<file path="config.mk">
export PLATFORM = sky130hd
export DESIGN_NAME = square_channel_with_sweep
export DESIGN_NICKNAME = d
export VERILOG_FILES = /design/src/sv/sqsw_pkg.sv /design/src/sv/sqsw_alu.sv /design/src/sv/sqsw_core.sv /design/src/sv/square_channel_with_sweep.sv
export SDC_FILE = /design/constraint.sdc
export NUM_CORES = 1
export LEC_CHECK = 0
export ABC_AREA = 1
export BUFFER_PORTS_ARGS = -buffer_cell sky130_fd_sc_hd__buf_4
export CAP_MARGIN = 5
export CORE_MARGIN = 3
export CORE_UTILIZATION = 40
export CTS_CLUSTER_DIAMETER = 100
export DETAILED_ROUTE_END_ITERATION = 10
export MAX_ROUTING_LAYER = met4
export PLACE_DENSITY = 0.58
export SYNTH_ARGS = -nofsm -noshare
export SYNTH_HDL_FRONTEND = slang
export SYNTH_SLANG_ARGS = --single-unit
</file>
<file path="constraint.sdc">
create_clock -name aclk -period 10.5 [get_ports aclk]
set_input_delay 0.525 -clock aclk [delete_from_list [all_inputs] [get_ports aclk]]
set_output_delay 0.525 -clock aclk [all_outputs]
set_load 0.03 [all_outputs]
</file>
<file path="src/sv/sqsw_pkg.sv">
// shared types, constants and the duty table of the swept square channel
package sqsw_pkg;

    localparam int OP_W       = 2;
    localparam int CLK_W      = 12;
    localparam int LEN_LD_W   = 6;
    localparam int DUTY_W     = 2;
    localparam int ENVSET_W   = 8;
    localparam int SWPSET_W   = 7;
    localparam int PER_W      = 11;
    localparam int DIV_W      = 13;
    localparam int SWP_W      = 18;
    localparam int ENV_W      = 19;
    localparam int VOL_W      = 4;
    localparam int PHASES     = 16;
    localparam int PHASE_W    = $clog2(PHASES);
    localparam int SAMPLE_W   = 4;
    localparam int CFG_IDX_W  = 3;
    localparam int CFG_DATA_W = 11;

    localparam int LEN_SHIFT      = 14;
    localparam int ENV_STEP_SHIFT = 16;
    localparam int SWP_TIME_SHIFT = 15;

    localparam logic [PER_W:0]   PERIOD_SPAN   = 12'h800;
    localparam logic [DIV_W-1:0] DIVIDER_RESET = 13'h1000;
    localparam logic [VOL_W-1:0] VOLUME_MAX    = 4'hf;

    localparam logic [CFG_IDX_W-1:0] REG_DUTY     = 3'd0;
    localparam logic [CFG_IDX_W-1:0] REG_ENVELOPE = 3'd1;
    localparam logic [CFG_IDX_W-1:0] REG_SWEEP    = 3'd2;
    localparam logic [CFG_IDX_W-1:0] REG_PERIOD   = 3'd3;
    localparam logic [CFG_IDX_W-1:0] REG_LEN_EN   = 3'd4;

    typedef enum logic [OP_W-1:0] {
        OP_ADVANCE  = 2'd0,
        OP_TRIGGER  = 2'd1,
        OP_LOAD_LEN = 2'd2
    } op_t;

    typedef enum logic [4:0] {
        ST_IDLE,
        ST_LEN_SUB,
        ST_LEN_WRAP,
        ST_ENV_SUB,
        ST_ENV_WRAP,
        ST_ENV_CHECK,
        ST_SWP_SUB,
        ST_SWP_PREV,
        ST_DIV_CMP,
        ST_DIV_PER,
        ST_DIV_REM,
        ST_DIV_STEP,
        ST_DIV_LOAD,
        ST_SWP_APPLY,
        ST_SWP_RELOAD,
        ST_SWP_REST,
        ST_WRAP,
        ST_TRIG,
        ST_TRIG_DIV,
        ST_LOAD_LEN,
        ST_FINISH
    } state_t;

    typedef struct packed {
        logic [DUTY_W-1:0]   duty_select;
        logic [ENVSET_W-1:0] envelope_setting;
        logic [SWPSET_W-1:0] sweep_setting;
        logic [PER_W-1:0]    period_value;
        logic                length_enable;
    } cfg_t;

    typedef struct packed {
        op_t                 op;
        logic [CLK_W-1:0]    clock_count;
        logic [LEN_LD_W-1:0] length_load;
    } item_t;

    typedef struct packed {
        logic [SAMPLE_W-1:0] sample;
        logic                running;
    } result_t;

    // waveform bit for one of the eight duty positions
    function automatic logic duty_bit(input logic [DUTY_W-1:0] sel, input logic [2:0] idx);
        logic bit_out;
        case (sel)
            2'd0:    bit_out = (idx == 3'd0);
            2'd1:    bit_out = (idx < 3'd2);
            2'd2:    bit_out = (idx < 3'd4);
            default: bit_out = (idx < 3'd6);
        endcase
        return bit_out;
    endfunction

endpackage

</file>
<file path="src/sv/sqsw_alu.sv">
// shared add/subtract unit used by the arithmetic steps of the sequencer
module sqsw_alu #(
    parameter int W = 19
) (
    input  logic [W-1:0] a,
    input  logic [W-1:0] b,
    input  logic         sub,
    output logic [W-1:0] y,
    output logic         carry
);

    logic [W-1:0] b_eff;

    assign b_eff = sub ? ~b : b;
    // on subtract, carry high means no borrow (a >= b)
    assign {carry, y} = {1'b0, a} + {1'b0, b_eff} + (W + 1)'(sub);

endmodule

</file>
<file path="src/sv/sqsw_core.sv">
// sequencer and channel state: counters, sweep, divider division and sample
module sqsw_core
    import sqsw_pkg::*;
#(
    parameter int LENGTH_MAX = 63
) (
    input  logic    aclk,
    input  logic    aresetn,
    input  logic    start,
    input  item_t   item,
    input  cfg_t    cfg,
    output logic    idle,
    output logic    res_valid,
    input  logic    res_ready,
    output result_t result
);

    localparam int LEN_TOP_V = LENGTH_MAX + 1;
    localparam int LW = $clog2(LEN_TOP_V * (1 << LEN_SHIFT) + 1);
    localparam int AW = (LW > ENV_W) ? LW : ENV_W;
    localparam logic [LW-1:0] LEN_RELOAD = LW'(LEN_TOP_V * (1 << LEN_SHIFT));
    localparam logic [AW-1:0] LEN_TOP = AW'(LEN_TOP_V);

    state_t state_reg, state_next;

    // channel state
    logic [DIV_W-1:0]   divider_count_reg, divider_count_next;
    logic [PER_W-1:0]   current_period_reg, current_period_next;
    logic [SWP_W-1:0]   sweep_count_reg, sweep_count_next;
    logic [ENV_W-1:0]   envelope_count_reg, envelope_count_next;
    logic [VOL_W-1:0]   volume_reg, volume_next;
    logic [LW-1:0]      length_count_reg, length_count_next;
    logic [PHASE_W-1:0] wave_phase_reg, wave_phase_next;
    logic               is_running_reg, is_running_next;
    logic               env_up_reg, env_up_next;
    logic [2:0]         env_step_reg, env_step_next;
    logic [2:0]         sw_shift_reg, sw_shift_next;
    logic               sw_sub_reg, sw_sub_next;
    logic [2:0]         sw_time_reg, sw_time_next;

    // working registers of one request
    item_t               item_reg, item_next;
    logic [SAMPLE_W-1:0] sample_reg, sample_next;
    logic [CLK_W-1:0]    m_reg, m_next;
    logic [AW-1:0]       tmp_reg, tmp_next;
    logic                sweep_due_reg, sweep_due_next;
    logic [DIV_W-1:0]    per_reg, per_next;
    logic [CLK_W-1:0]    rem_reg, rem_next;
    logic [CLK_W-1:0]    dvd_reg, dvd_next;
    logic [PHASE_W-1:0]  quo_reg, quo_next;
    logic [3:0]          cnt_reg, cnt_next;
    logic [PHASE_W-1:0]  steps_reg, steps_next;

    logic [AW-1:0] alu_a, alu_b, alu_y;
    logic          alu_sub, alu_c, alu_gt;

    logic [DIV_W-1:0]   trial;
    logic [PER_W-1:0]   delta;
    logic [ENV_W-1:0]   env_reload;
    logic [SWP_W-1:0]   sweep_reload;
    logic [PHASE_W-1:0] phase_sum;
    logic               no_clocks;
    state_t             div_exit;

    sqsw_alu #(.W(AW)) u_alu (
        .a     (alu_a),
        .b     (alu_b),
        .sub   (alu_sub),
        .y     (alu_y),
        .carry (alu_c)
    );

    assign alu_gt       = alu_c && (alu_y != '0);
    assign trial        = {rem_reg, dvd_reg[CLK_W-1]};
    assign delta        = current_period_reg >> sw_shift_reg;
    assign env_reload   = {env_step_reg, {ENV_STEP_SHIFT{1'b0}}};
    assign sweep_reload = {sw_time_reg, {SWP_TIME_SHIFT{1'b0}}};
    assign phase_sum    = wave_phase_reg + steps_reg;
    assign no_clocks    = (item_reg.clock_count == '0);
    assign div_exit     = sweep_due_reg ? ST_SWP_APPLY : ST_WRAP;

    // operand selection for the shared unit
    always_comb begin
        alu_a   = '0;
        alu_b   = '0;
        alu_sub = 1'b1;
        case (state_reg)
            ST_LEN_SUB: begin
                alu_a = AW'(length_count_reg);
                alu_b = AW'(item_reg.clock_count);
            end
            ST_LEN_WRAP: begin
                alu_a   = AW'(LEN_RELOAD);
                alu_b   = tmp_reg;
                alu_sub = 1'b0;
            end
            ST_ENV_SUB: begin
                alu_a = AW'(envelope_count_reg);
                alu_b = AW'(item_reg.clock_count);
            end
            ST_ENV_WRAP: begin
                alu_a   = AW'(env_reload);
                alu_b   = tmp_reg;
                alu_sub = 1'b0;
            end
            ST_SWP_SUB: begin
                alu_a = AW'(sweep_count_reg);
                alu_b = AW'(item_reg.clock_count);
            end
            ST_SWP_PREV: begin
                alu_a = AW'(sweep_count_reg);
                alu_b = AW'(1'b1);
            end
            ST_DIV_CMP: begin
                alu_a = AW'(divider_count_reg);
                alu_b = AW'(m_reg);
            end
            ST_DIV_PER, ST_TRIG_DIV: begin
                alu_a = AW'(PERIOD_SPAN);
                alu_b = AW'(current_period_reg);
            end
            ST_DIV_REM: begin
                alu_a = AW'(m_reg);
                alu_b = AW'(divider_count_reg);
            end
            ST_DIV_STEP: begin
                alu_a = AW'(trial);
                alu_b = AW'(per_reg);
            end
            ST_DIV_LOAD: begin
                alu_a = AW'(per_reg);
                alu_b = AW'(rem_reg);
            end
            ST_SWP_APPLY: begin
                alu_a   = AW'(current_period_reg);
                alu_b   = AW'(delta);
                alu_sub = sw_sub_reg;
            end
            ST_SWP_RELOAD: begin
                alu_a   = AW'(sweep_reload);
                alu_b   = tmp_reg;
                alu_sub = 1'b0;
            end
            ST_SWP_REST: begin
                alu_a = AW'(item_reg.clock_count);
                alu_b = AW'(m_reg);
            end
            ST_LOAD_LEN: begin
                alu_a = LEN_TOP;
                alu_b = AW'(item_reg.length_load);
            end
            default: begin
                alu_a = '0;
            end
        endcase
    end

    // next state
    always_comb begin
        state_next = state_reg;
        case (state_reg)
            ST_IDLE: begin
                if (start) begin
                    case (item.op)
                        OP_ADVANCE:  state_next = ST_LEN_SUB;
                        OP_TRIGGER:  state_next = ST_TRIG;
                        OP_LOAD_LEN: state_next = ST_LOAD_LEN;
                        default:     state_next = ST_FINISH;
                    endcase
                end
            end
            ST_LEN_SUB: begin
                if (!cfg.length_enable || no_clocks || alu_gt) begin
                    state_next = ST_ENV_SUB;
                end else begin
                    state_next = ST_LEN_WRAP;
                end
            end
            ST_LEN_WRAP: state_next = ST_ENV_SUB;
            ST_ENV_SUB: begin
                if (!is_running_reg) begin
                    state_next = ST_FINISH;
                end else if (env_step_reg == '0 || no_clocks || alu_gt) begin
                    state_next = ST_ENV_CHECK;
                end else begin
                    state_next = ST_ENV_WRAP;
                end
            end
            ST_ENV_WRAP: state_next = ST_ENV_CHECK;
            ST_ENV_CHECK: begin
                if (volume_reg == '0 && !env_up_reg) begin
                    state_next = ST_FINISH;
                end else begin
                    state_next = ST_SWP_SUB;
                end
            end
            ST_SWP_SUB: begin
                if (sw_time_reg == '0 || alu_gt) begin
                    state_next = ST_DIV_CMP;
                end else begin
                    state_next = ST_SWP_PREV;
                end
            end
            ST_SWP_PREV: state_next = ST_DIV_CMP;
            ST_DIV_CMP: begin
                if (m_reg == '0 || alu_gt) begin
                    state_next = div_exit;
                end else begin
                    state_next = ST_DIV_PER;
                end
            end
            ST_DIV_PER: state_next = ST_DIV_REM;
            ST_DIV_REM: state_next = ST_DIV_STEP;
            ST_DIV_STEP: begin
                if (cnt_reg == 4'(CLK_W - 1)) begin
                    state_next = ST_DIV_LOAD;
                end
            end
            ST_DIV_LOAD: state_next = div_exit;
            ST_SWP_APPLY: begin
                // period past the 11-bit range silences the channel
                if (!sw_sub_reg && alu_y[PER_W]) begin
                    state_next = ST_FINISH;
                end else begin
                    state_next = ST_SWP_RELOAD;
                end
            end
            ST_SWP_RELOAD: state_next = ST_SWP_REST;
            ST_SWP_REST:   state_next = ST_DIV_CMP;
            ST_WRAP:       state_next = ST_FINISH;
            ST_TRIG:       state_next = ST_TRIG_DIV;
            ST_TRIG_DIV:   state_next = ST_FINISH;
            ST_LOAD_LEN:   state_next = ST_FINISH;
            ST_FINISH: begin
                if (res_ready) begin
                    state_next = ST_IDLE;
                end
            end
            default: state_next = ST_IDLE;
        endcase
    end

    // datapath updates
    always_comb begin
        divider_count_next  = divider_count_reg;
        current_period_next = current_period_reg;
        sweep_count_next    = sweep_count_reg;
        envelope_count_next = envelope_count_reg;
        volume_next         = volume_reg;
        length_count_next   = length_count_reg;
        wave_phase_next     = wave_phase_reg;
        is_running_next     = is_running_reg;
        env_up_next         = env_up_reg;
        env_step_next       = env_step_reg;
        sw_shift_next       = sw_shift_reg;
        sw_sub_next         = sw_sub_reg;
        sw_time_next        = sw_time_reg;
        item_next           = item_reg;
        sample_next         = sample_reg;
        m_next              = m_reg;
        tmp_next            = tmp_reg;
        sweep_due_next      = sweep_due_reg;
        per_next            = per_reg;
        rem_next            = rem_reg;
        dvd_next            = dvd_reg;
        quo_next            = quo_reg;
        cnt_next            = cnt_reg;
        steps_next          = steps_reg;
        case (state_reg)
            ST_IDLE: begin
                if (start) begin
                    item_next   = item;
                    sample_next = '0;
                end
            end
            ST_LEN_SUB: begin
                if (cfg.length_enable && !no_clocks) begin
                    if (alu_gt) begin
                        length_count_next = alu_y[LW-1:0];
                    end else begin
                        tmp_next        = alu_y;
                        is_running_next = 1'b0;
                    end
                end
            end
            ST_LEN_WRAP: length_count_next = alu_y[LW-1:0];
            ST_ENV_SUB: begin
                if (is_running_reg && env_step_reg != '0 && !no_clocks) begin
                    if (alu_gt) begin
                        envelope_count_next = alu_y[ENV_W-1:0];
                    end else begin
                        tmp_next = alu_y;
                        if (env_up_reg) begin
                            if (volume_reg != VOLUME_MAX) begin
                                volume_next = volume_reg + 1'b1;
                            end
                        end else if (volume_reg != '0) begin
                            volume_next = volume_reg - 1'b1;
                        end
                    end
                end
            end
            ST_ENV_WRAP: envelope_count_next = alu_y[ENV_W-1:0];
            ST_ENV_CHECK: begin
                if (volume_reg == '0 && !env_up_reg) begin
                    is_running_next = 1'b0;
                end
            end
            ST_SWP_SUB: begin
                steps_next = '0;
                if (sw_time_reg == '0) begin
                    m_next         = item_reg.clock_count;
                    sweep_due_next = 1'b0;
                end else if (alu_gt) begin
                    sweep_count_next = alu_y[SWP_W-1:0];
                    m_next           = item_reg.clock_count;
                    sweep_due_next   = 1'b0;
                end else begin
                    // sweep fires inside this advance: run the divider up to it first
                    tmp_next       = alu_y;
                    sweep_due_next = 1'b1;
                end
            end
            ST_SWP_PREV: m_next = alu_y[CLK_W-1:0];
            ST_DIV_CMP: begin
                if (m_reg != '0 && alu_gt) begin
                    divider_count_next = alu_y[DIV_W-1:0];
                end
            end
            ST_DIV_PER: per_next = {alu_y[PER_W:0], 1'b0};
            ST_DIV_REM: begin
                dvd_next = alu_y[CLK_W-1:0];
                rem_next = '0;
                quo_next = '0;
                cnt_next = '0;
            end
            ST_DIV_STEP: begin
                // one restoring division bit per cycle
                if (alu_c) begin
                    rem_next = alu_y[CLK_W-1:0];
                end else begin
                    rem_next = trial[CLK_W-1:0];
                end
                quo_next = {quo_reg[PHASE_W-2:0], alu_c};
                dvd_next = {dvd_reg[CLK_W-2:0], 1'b0};
                cnt_next = cnt_reg + 1'b1;
            end
            ST_DIV_LOAD: begin
                divider_count_next = alu_y[DIV_W-1:0];
                steps_next         = steps_reg + quo_reg + 1'b1;
            end
            ST_SWP_APPLY: begin
                if (sw_sub_reg) begin
                    if (sw_shift_reg != '0) begin
                        current_period_next = alu_y[PER_W-1:0];
                    end
                end else if (alu_y[PER_W]) begin
                    is_running_next = 1'b0;
                end else begin
                    current_period_next = alu_y[PER_W-1:0];
                end
            end
            ST_SWP_RELOAD: sweep_count_next = alu_y[SWP_W-1:0];
            ST_SWP_REST: begin
                m_next         = alu_y[CLK_W-1:0];
                sweep_due_next = 1'b0;
            end
            ST_WRAP: begin
                wave_phase_next = phase_sum;
                sample_next     = duty_bit(cfg.duty_select, phase_sum[PHASE_W-1:1])
                                  ? volume_reg : '0;
            end
            ST_TRIG: begin
                wave_phase_next     = '0;
                current_period_next = cfg.period_value;
                sw_shift_next       = cfg.sweep_setting[2:0];
                sw_sub_next         = cfg.sweep_setting[3];
                sw_time_next        = cfg.sweep_setting[6:4];
                sweep_count_next    = {cfg.sweep_setting[6:4], {SWP_TIME_SHIFT{1'b0}}};
                volume_next         = cfg.envelope_setting[7:4];
                env_up_next         = cfg.envelope_setting[3];
                env_step_next       = cfg.envelope_setting[2:0];
                envelope_count_next = {cfg.envelope_setting[2:0], {ENV_STEP_SHIFT{1'b0}}};
                is_running_next     = (cfg.envelope_setting[7:4] != '0)
                                      || cfg.envelope_setting[3];
            end
            ST_TRIG_DIV: divider_count_next = {alu_y[PER_W:0], 1'b0};
            ST_LOAD_LEN: begin
                // a load beyond the top gives an empty count
                if (alu_c) begin
                    length_count_next = {alu_y[LW-LEN_SHIFT-1:0], {LEN_SHIFT{1'b0}}};
                end else begin
                    length_count_next = '0;
                end
            end
            default: begin
                cnt_next = cnt_reg;
            end
        endcase
    end

    always_ff @(posedge aclk) begin
        if (!aresetn) begin
            state_reg          <= ST_IDLE;
            divider_count_reg  <= DIVIDER_RESET;
            current_period_reg <= '0;
            sweep_count_reg    <= '0;
            envelope_count_reg <= '0;
            volume_reg         <= '0;
            length_count_reg   <= '0;
            wave_phase_reg     <= '0;
            is_running_reg     <= 1'b0;
            env_up_reg         <= 1'b0;
            env_step_reg       <= '0;
            sw_shift_reg       <= '0;
            sw_sub_reg         <= 1'b0;
            sw_time_reg        <= '0;
            sweep_due_reg      <= 1'b0;
            cnt_reg            <= '0;
            sample_reg         <= '0;
        end else begin
            state_reg          <= state_next;
            divider_count_reg  <= divider_count_next;
            current_period_reg <= current_period_next;
            sweep_count_reg    <= sweep_count_next;
            envelope_count_reg <= envelope_count_next;
            volume_reg         <= volume_next;
            length_count_reg   <= length_count_next;
            wave_phase_reg     <= wave_phase_next;
            is_running_reg     <= is_running_next;
            env_up_reg         <= env_up_next;
            env_step_reg       <= env_step_next;
            sw_shift_reg       <= sw_shift_next;
            sw_sub_reg         <= sw_sub_next;
            sw_time_reg        <= sw_time_next;
            sweep_due_reg      <= sweep_due_next;
            cnt_reg            <= cnt_next;
            sample_reg         <= sample_next;
        end
    end

    always_ff @(posedge aclk) begin
        item_reg  <= item_next;
        m_reg     <= m_next;
        tmp_reg   <= tmp_next;
        per_reg   <= per_next;
        rem_reg   <= rem_next;
        dvd_reg   <= dvd_next;
        quo_reg   <= quo_next;
        steps_reg <= steps_next;
    end

    assign idle           = (state_reg == ST_IDLE);
    assign res_valid      = (state_reg == ST_FINISH);
    assign result.sample  = sample_reg;
    assign result.running = is_running_reg;

endmodule

</file>
<file path="src/sv/square_channel_with_sweep.sv">
// top level of the swept square channel: stream ports, config registers, result register
//
// usage: each request on the s_ channel is one op in s_tuser (0 advance by
// clock_count clocks, 1 trigger, 2 load length, 3 no-op) and gives exactly one
// result on the m_ channel: the sample (duty bit times volume) and the running flag.
// configuration registers are written over the cfg_ channel (index 0 duty,
// 1 envelope, 2 sweep, 3 period, 4 length enable); the user must write them only
// while no request is in flight, which the block itself does not enforce. a request
// is worked on by a sequencer around one shared add/subtract unit; s_tready is
// high only while the sequencer is idle, one request at a time. a trigger loads
// the channel state and then the divider reload, a load length sets the length
// count, and a no-op goes straight to its result. an advance steps the length,
// envelope and sweep counts and then the divider; a divider expiry run uses the
// 12-step bit-serial division, and an advance that hits a sweep step can run the
// divider twice. the next request can be taken in the cycle after the result
// leaves the sequencer. the result sits in an output register; while the receiver
// stalls the next request is still taken and worked on, and only its hand-off waits.
// reset (aresetn low, synchronous) clears the channel state, the config
// registers and the result register; no clearing pass is needed.
module square_channel_with_sweep
    import sqsw_pkg::*;
#(
    parameter int LENGTH_MAX = 63
) (
    input  logic                  aclk,
    input  logic                  aresetn,
    input  logic                  s_tvalid,
    output logic                  s_tready,
    input  logic [23:0]           s_tdata,   // clock_count[11:0], length_load[17:12], zero pad
    input  logic [OP_W-1:0]       s_tuser,   // op[1:0]
    output logic                  m_tvalid,
    input  logic                  m_tready,
    output logic [7:0]            m_tdata,   // sample[3:0], running[4], zero pad
    input  logic                  cfg_valid,
    output logic                  cfg_ready,
    input  logic [CFG_IDX_W-1:0]  cfg_index,
    input  logic [CFG_DATA_W-1:0] cfg_data
);

    cfg_t    cfg_reg, cfg_next;
    item_t   item;
    result_t core_res;
    logic    core_idle, core_valid, core_ready, start;
    logic    m_tvalid_reg, m_tvalid_next;
    logic [7:0] m_tdata_reg, m_tdata_next;

    assign cfg_ready = 1'b1;
    assign s_tready  = core_idle;
    assign start     = s_tvalid && core_idle;

    assign item.op          = op_t'(s_tuser);
    assign item.clock_count = s_tdata[CLK_W-1:0];
    assign item.length_load = s_tdata[CLK_W+LEN_LD_W-1:CLK_W];

    always_comb begin
        cfg_next = cfg_reg;
        if (cfg_valid) begin
            case (cfg_index)
                REG_DUTY:     cfg_next.duty_select      = cfg_data[DUTY_W-1:0];
                REG_ENVELOPE: cfg_next.envelope_setting = cfg_data[ENVSET_W-1:0];
                REG_SWEEP:    cfg_next.sweep_setting    = cfg_data[SWPSET_W-1:0];
                REG_PERIOD:   cfg_next.period_value     = cfg_data[PER_W-1:0];
                REG_LEN_EN:   cfg_next.length_enable    = cfg_data[0];
                default:      cfg_next = cfg_reg;
            endcase
        end
    end

    sqsw_core #(.LENGTH_MAX(LENGTH_MAX)) u_core (
        .aclk      (aclk),
        .aresetn   (aresetn),
        .start     (start),
        .item      (item),
        .cfg       (cfg_reg),
        .idle      (core_idle),
        .res_valid (core_valid),
        .res_ready (core_ready),
        .result    (core_res)
    );

    // result register frees up when empty or being taken
    assign core_ready = !m_tvalid_reg || m_tready;

    always_comb begin
        m_tvalid_next = m_tvalid_reg;
        m_tdata_next  = m_tdata_reg;
        if (core_ready) begin
            m_tvalid_next = core_valid;
            if (core_valid) begin
                m_tdata_next = {3'b000, core_res.running, core_res.sample};
            end
        end
    end

    always_ff @(posedge aclk) begin
        if (!aresetn) begin
            cfg_reg      <= '0;
            m_tvalid_reg <= 1'b0;
            m_tdata_reg  <= '0;
        end else begin
            cfg_reg      <= cfg_next;
            m_tvalid_reg <= m_tvalid_next;
            m_tdata_reg  <= m_tdata_next;
        end
    end

    assign m_tvalid = m_tvalid_reg;
    assign m_tdata  = m_tdata_reg;

endmodule

</file>
Word level (Yosys, flattened, before mapping)

Index checks and enable logic that the tools add are counted.

Register bits: 246
Latch bits: 0
Memory bits (writable): 0
Bits in read-only memories: 0
Bits of input ports: 45
Output and inout port bits: 11
Logic and storage cells: 240
Memories kept: 0

Add/subtract/negate cells: 8
Multipliers: 0
Divide/modulo/power cells: 0
Magnitude comparators: 3
Eq/ne operators: 50
Shifts and indexed selects: 1
Mux-type cells: 68
Bitwise logic cells: 1
Reduce and logical (&&, ||, !) cells: 76

Operators by type and width:

| kind                                                            | count |
|---|---|
| 21-bit one-hot mux with 14 select lines                         | 1 |
| 21-bit one-hot mux with 10 select lines                         | 1 |
| 21-bit 2-to-1 mux                                               | 8 |
| 21-bit one-hot mux with 3 select lines                          | 2 |
| 5-bit one-hot mux with 18 select lines                          | 1 |
| 12-bit one-hot mux with 2 select lines                          | 3 |
| 19-bit one-hot mux with 3 select lines                          | 1 |
| 18-bit one-hot mux with 3 select lines                          | 1 |
| 4-bit one-hot mux with 2 select lines                           | 6 |
| 5-bit by 4-bit == test with 1-bit output, second input constant | 8 |
| 5-bit 2-to-1 mux                                                | 8 |
| 13-bit one-hot mux with 3 select lines                          | 1 |
| 19-bit 2-to-1 mux                                               | 2 |
| 12-bit 2-to-1 mux                                               | 3 |
| 18-bit 2-to-1 mux                                               | 2 |
| 11-bit 2-to-1 mux                                               | 3 |
| 4-bit 2-to-1 mux                                                | 8 |
| 5-bit == test, second input constant                            | 5 |
| 12-bit logical NOT                                              | 2 |
| 21-bit by 21-bit adder with 22-bit output                       | 1 |
| 22-bit by 1-bit adder with 22-bit output                        | 1 |
| 2-bit by 1-bit != test with 1-bit output, second input constant | 11 |
| 11-bit one-hot mux with 2 select lines                          | 1 |
| 21-bit NOT                                                      | 1 |
| other kinds (45)                                                | 126 |

Depth between registers and ports, before layout

Word-level depth: 13
Mapped depth: 37
Depth with buffers taken out: 36

Hierarchy

From an unflattened synthesis, not the netlist that was laid out.

Cells, all modules: 1877
Area, all modules: 13893.3 um^2

Modules (own cells, without submodules):

| module                    | instances | cells each | area each (um^2) | sequential area each (um^2) |
|---|---|---|---|---|
| sqsw_core                 | 1         | 1338       | 10625.2          | 5175.0 |
| sqsw_alu                  | 1         | 316        | 1704.1           | 0.0 |
| square_channel_with_sweep | 1         | 223        | 1564.0           | 700.7 |

Worst setup path before layout

Ideal clock, no wire load.

Path kind: register -> register
Start point: register u_core.sw_shift_reg[0] (netlist name)
End point: register u_core.tmp_reg[0], enable pin
Setup time: 0.452 ns
Arrival time: 5.808 ns
Data required time: 10.048 ns
Path slack: 4.240 ns
Stages on the path, launching flop included: 30
Buffers on the path: 2
Clock period less this slack: 6.260 ns
Cells stage by stage: dfxtp_1 clkbuf_1 clkbuf_1 nand2_1 o21ai_0 nor2_1 a31oi_1 nor2_1 a221oi_1 nand3_1 nor3_1 o21ai_0 xor2_1 ha_1 nand2_1 o21ai_0 nand3_1 nand2_1 nand2_1 nand2_1 nand3_1 nor2_1 nand3_1 nor2_1 nand4_1 nor2_1 nand2_1 nor2_2 a21oi_2 nor4_1

RTL lines:

| element              | RTL line         | RTL |
|---|---|---|
| end signal, assigned | sqsw_core.sv:445 | `tmp_reg <= tmp_next;` |
| end, declared        | sqsw_core.sv:45  | `logic [AW-1:0] tmp_reg, tmp_next;` |

Worst setup path after layout

Start point: register u_core.state_reg[4]
End point: register u_core.length_count_reg[19]

Cells in the longest elaborated chain, start to end: 11
Elaborated cells between the ends (all ways): 38
Those cells by class: add/sub (2); eq/ne (18); mux (8); bitwise (1); reduce/logical (9)

RTL lines:

| element                                                          | RTL line         | RTL |
|---|---|---|
| start, declared                                                  | sqsw_core.sv:24  | `state_t state_reg, state_next;` |
| start signal, assigned                                           | sqsw_core.sv:422 | `state_reg <= state_next;` |
| 5-bit by 4-bit == test with 1-bit output (tied with other cells) | sqsw_core.sv:87  | `case (state_reg)` |
| 3-bit OR reduction (no line) (tied with other cells)             | -                |  |
| 21-bit one-hot mux with 10 select lines                          | sqsw_core.sv:87  |  |
| 21-bit NOT                                                       | sqsw_alu.sv:14   | `assign b_eff = sub ? ~b : b;` |
| 21-bit 2-to-1 mux                                                | sqsw_alu.sv:14   |  |
| 21-bit by 21-bit adder with 22-bit output                        | sqsw_alu.sv:16   | `assign {carry, y} = {1'b0, a} + {1'b0, b_eff} + (W + 1)'(sub);` |
| 22-bit by 1-bit adder with 22-bit output (*)                     | sqsw_alu.sv:16   |  |
| net u_core.alu_y[4]                                              | sqsw_core.sv:54  | `logic [AW-1:0] alu_a, alu_b, alu_y;` |
| 21-bit nonzero test (*)                                          | sqsw_core.sv:73  | `assign alu_gt = alu_c && (alu_y != '0);` |
| 1-bit logical AND (*)                                            | sqsw_core.sv:73  |  |
| 2-bit by 1-bit != test with 1-bit output (no line) (*)           | -                |  |
| 3-bit AND reduction (no line) (*)                                | -                |  |
| end signal, assigned                                             | sqsw_core.sv:428 | `length_count_reg <= length_count_next;` |
| end, declared                                                    | sqsw_core.sv:32  | `logic [LW-1:0] length_count_reg, length_count_next;` |

The timed path passes the listed nets; every way through them passes the cells marked *. The select of a mux whose other input is x is not followed.
A chain may end at the register's enable or synchronous reset.

==> results.yml <==
yosys:
  synth_edf_count: 95
  syn_area_mm2: 0.0133
  async_reset_ff_frac: 0
  synth_cell_types: 57
  ys_seq_area_frac: 0.442
  yosys_warnings: 0
  syn_inst: 1755
  ys_ff_latch: 246
  ys.flop_type: "dfxtp_1"
  synth.avg_cell_area_um2: 7.57
sta:
  maxSlewHeadroom: 0.244
  tns_ps: 0
  finalSetupViolations: 0
  fmax_mhz: 130
  hold_viol: 0
  slew_violations: 0
  skew_ps: 18.2
  period_share: 0.732
  period_needed_ps: 7680
  rsz0062_at_grt: "false"
  worst_slew_pin_slew_ps: 1130
routing:
  drtAntennaViolNets: 0
  drcViolationCount: 0
  vias: 12700
  drtIter0Drc: 1319
  avgViaCountPerCell: 5.68
  firstDrtPassIters: 5
  totalWireLength_mm: 48.7
  wl_per_cell_um: 21.8
setup_path:
  endpoint: "u_core.length_count_reg[19]"
  cp_common_cell: "nor2_1"
  worstPathMaxFanout: 27
  critPathSlowestCell: "xor2_1"
  timing.critical_path.from: "u_core.state_reg[4]"
  slowest_delay_ps: 920
  rrSetupSlack_ps: 2820
  timing.rr.end: "u_core.length_count_reg[19]"
  crit_arrival_ps: 8100
  cp-start-kind: "register"
  path_class: "register to register"
  reg2reg_from: "u_core.state_reg[4]"
  cp.required_ps: 10910
  reg2regPathDepth: 30
  critPathCaptureType: "register"
die:
  coreArea_mm2: 0.0326
  row_count: 66
  die_height_um: 188
  io_pins: 56
  die_w_um: 188
  initial_core_util: 0.407
  die-area_mm2: 0.0354
cells_and_area:
  area_growth_pct: 12.5
  seqCellArea_mm2: 0.00588
  nFillCells: 3374
  diodes: 0
  final_common_cell: "nand2_1"
  multi_input_area_mm2: 0.00632
  layout.nets: 1849
  mostFrequentLayoutCells: "nand2_1, inv_1, o21ai_0"
  largest_reg_flops: 29
  layout-drive-gt1-share: 0.0887
  stdcell_count: 2234
run_status:
  status: "complete, no violations"
place:
  dp_cells: 2184
  finalWeightedCongestion: 1.00
  dpl.hpwl_mm: 34.9
  io_buffers: 45
grt:
  grt_pass1_vias: 12100
  antenna_found_initial: 0
  grt_use_total: 0.277
  grt_pass1_wl_mm: 73.3
  grt-ovfl-total: 0
  grt_max_degree: 62
cts:
  cts_buffers: 27
  hold_buffers: 0
  clock_latency_ps: 550
  cts_root_buf: "clkbuf_16"
  clk_pin_slew_ps: 60
  cts_setup_buffers: 0
  clock_path_buffers: 3
  cts_resized: 0
  clock-sinks: 246
  cts_tree: "yes"
  htree_num_levels: 1
job:
  maxCapViolations: 0
hold_path:
  hold_path.class: "input pin to register"
[worst min path at each step]
stage / slack (ps) / startpoint / end / cells past startpoint
4_1_cts: 140 / s_tdata[16] / u_core.item_reg[4] / 1
3_3_place_gp: 430 / cfg_reg[2] / cfg_reg[2] / 2
2_1_floorplan: 420 / cfg_reg[0] / cfg_reg[0] / 2
6_report: 150 / s_tdata[9] / u_core.item_reg[15] / 1
5_1_grt: 140 / s_tdata[9] / u_core.item_reg[15] / 1
3_5_place_dp: 440 / cfg_reg[9] / cfg_reg[9] / 2
[synth_stat cells (9+ instances only)]
cell      count  share of area
a211oi_1     10         0.0056
dfxtp_1     151           0.23
ha_1         29          0.027
o22ai_1      23          0.011
nor3_1       13         0.0049
o21ai_0     192          0.072
inv_1       197          0.056
xor2_1       14         0.0092
nand3_1      96          0.036
nand2_2      10         0.0047
nor2_1      176          0.050
a221oi_1     33          0.022
nand2_1     349          0.099
clkbuf_1     53          0.015
a21oi_1     137          0.052
nor4_1       16         0.0075
nor2_2       11         0.0052
nand4_1       9         0.0042
edfxtp_1     95           0.21
o21ai_1      10         0.0038
buf_2        11         0.0041
inv_2        13         0.0037
a31oi_1      23          0.011
[layer usage]
metal	GRT usage	wire, µm	up-vias
met1	0.382	21100	5998
li1	-	-	5996
met3	0.0400	4450	83
met4	0.0724	1210	0
met5	-	0	-
met2	0.430	21900	610
[cells by family (layout without fill, tap and decap cells)]
family	count (synthesis)	after routing	share of synthesized area
adders and majority gates	33	33	0.0333
and+or+nand+nor	702	702	0.225
other	2	4	0.000565
xor gates and xnor gates	21	21	0.0138
AOI/OAI and AO/OA	463	463	0.200
buffers and inverters	288	323	0.0849
DFF	246	246	0.442
[area by class of cell]
class	instances	share of cell area
inverters	212	0.0532
repair buffers	61	0.0306
clock buffers	33	0.0487
multi-input cells	1223	0.423
well taps	442	0.0370
clock inverters	17	0.0146
flip-flops and latches	246	0.393
[stage by stage]
| stage | setup WS, ps | area, µm² | util | hold slack, ps |
|---|---|---|---|---|
| after floorplan | 4240 | 13300 | - | 424 |
| after global placement | 3150 | 14000 | 0.429 | 435 |
| after detailed placement | 3040 | 14000 | 0.429 | 437 |
| after CTS | 3000 | 14900 | 0.458 | 140 |
| after global routing | 2340 | 14900 | 0.458 | 138 |
| final | 2820 | 14900 | 0.458 | 147 |
[worst max-delay path, delay by kind of cell, from the launching register on]
kind	cells	cell delay, ps
simple gates	17	2520
fa+ha+maj	1	360
flops	1	350
buf+inv	6	1230
compound gates	4	1860
xor+xnor	2	1190
Power is left out: the tool's default activity adds up to more than one toggle a clock period on the data nets, which glitch-free logic cannot reach.
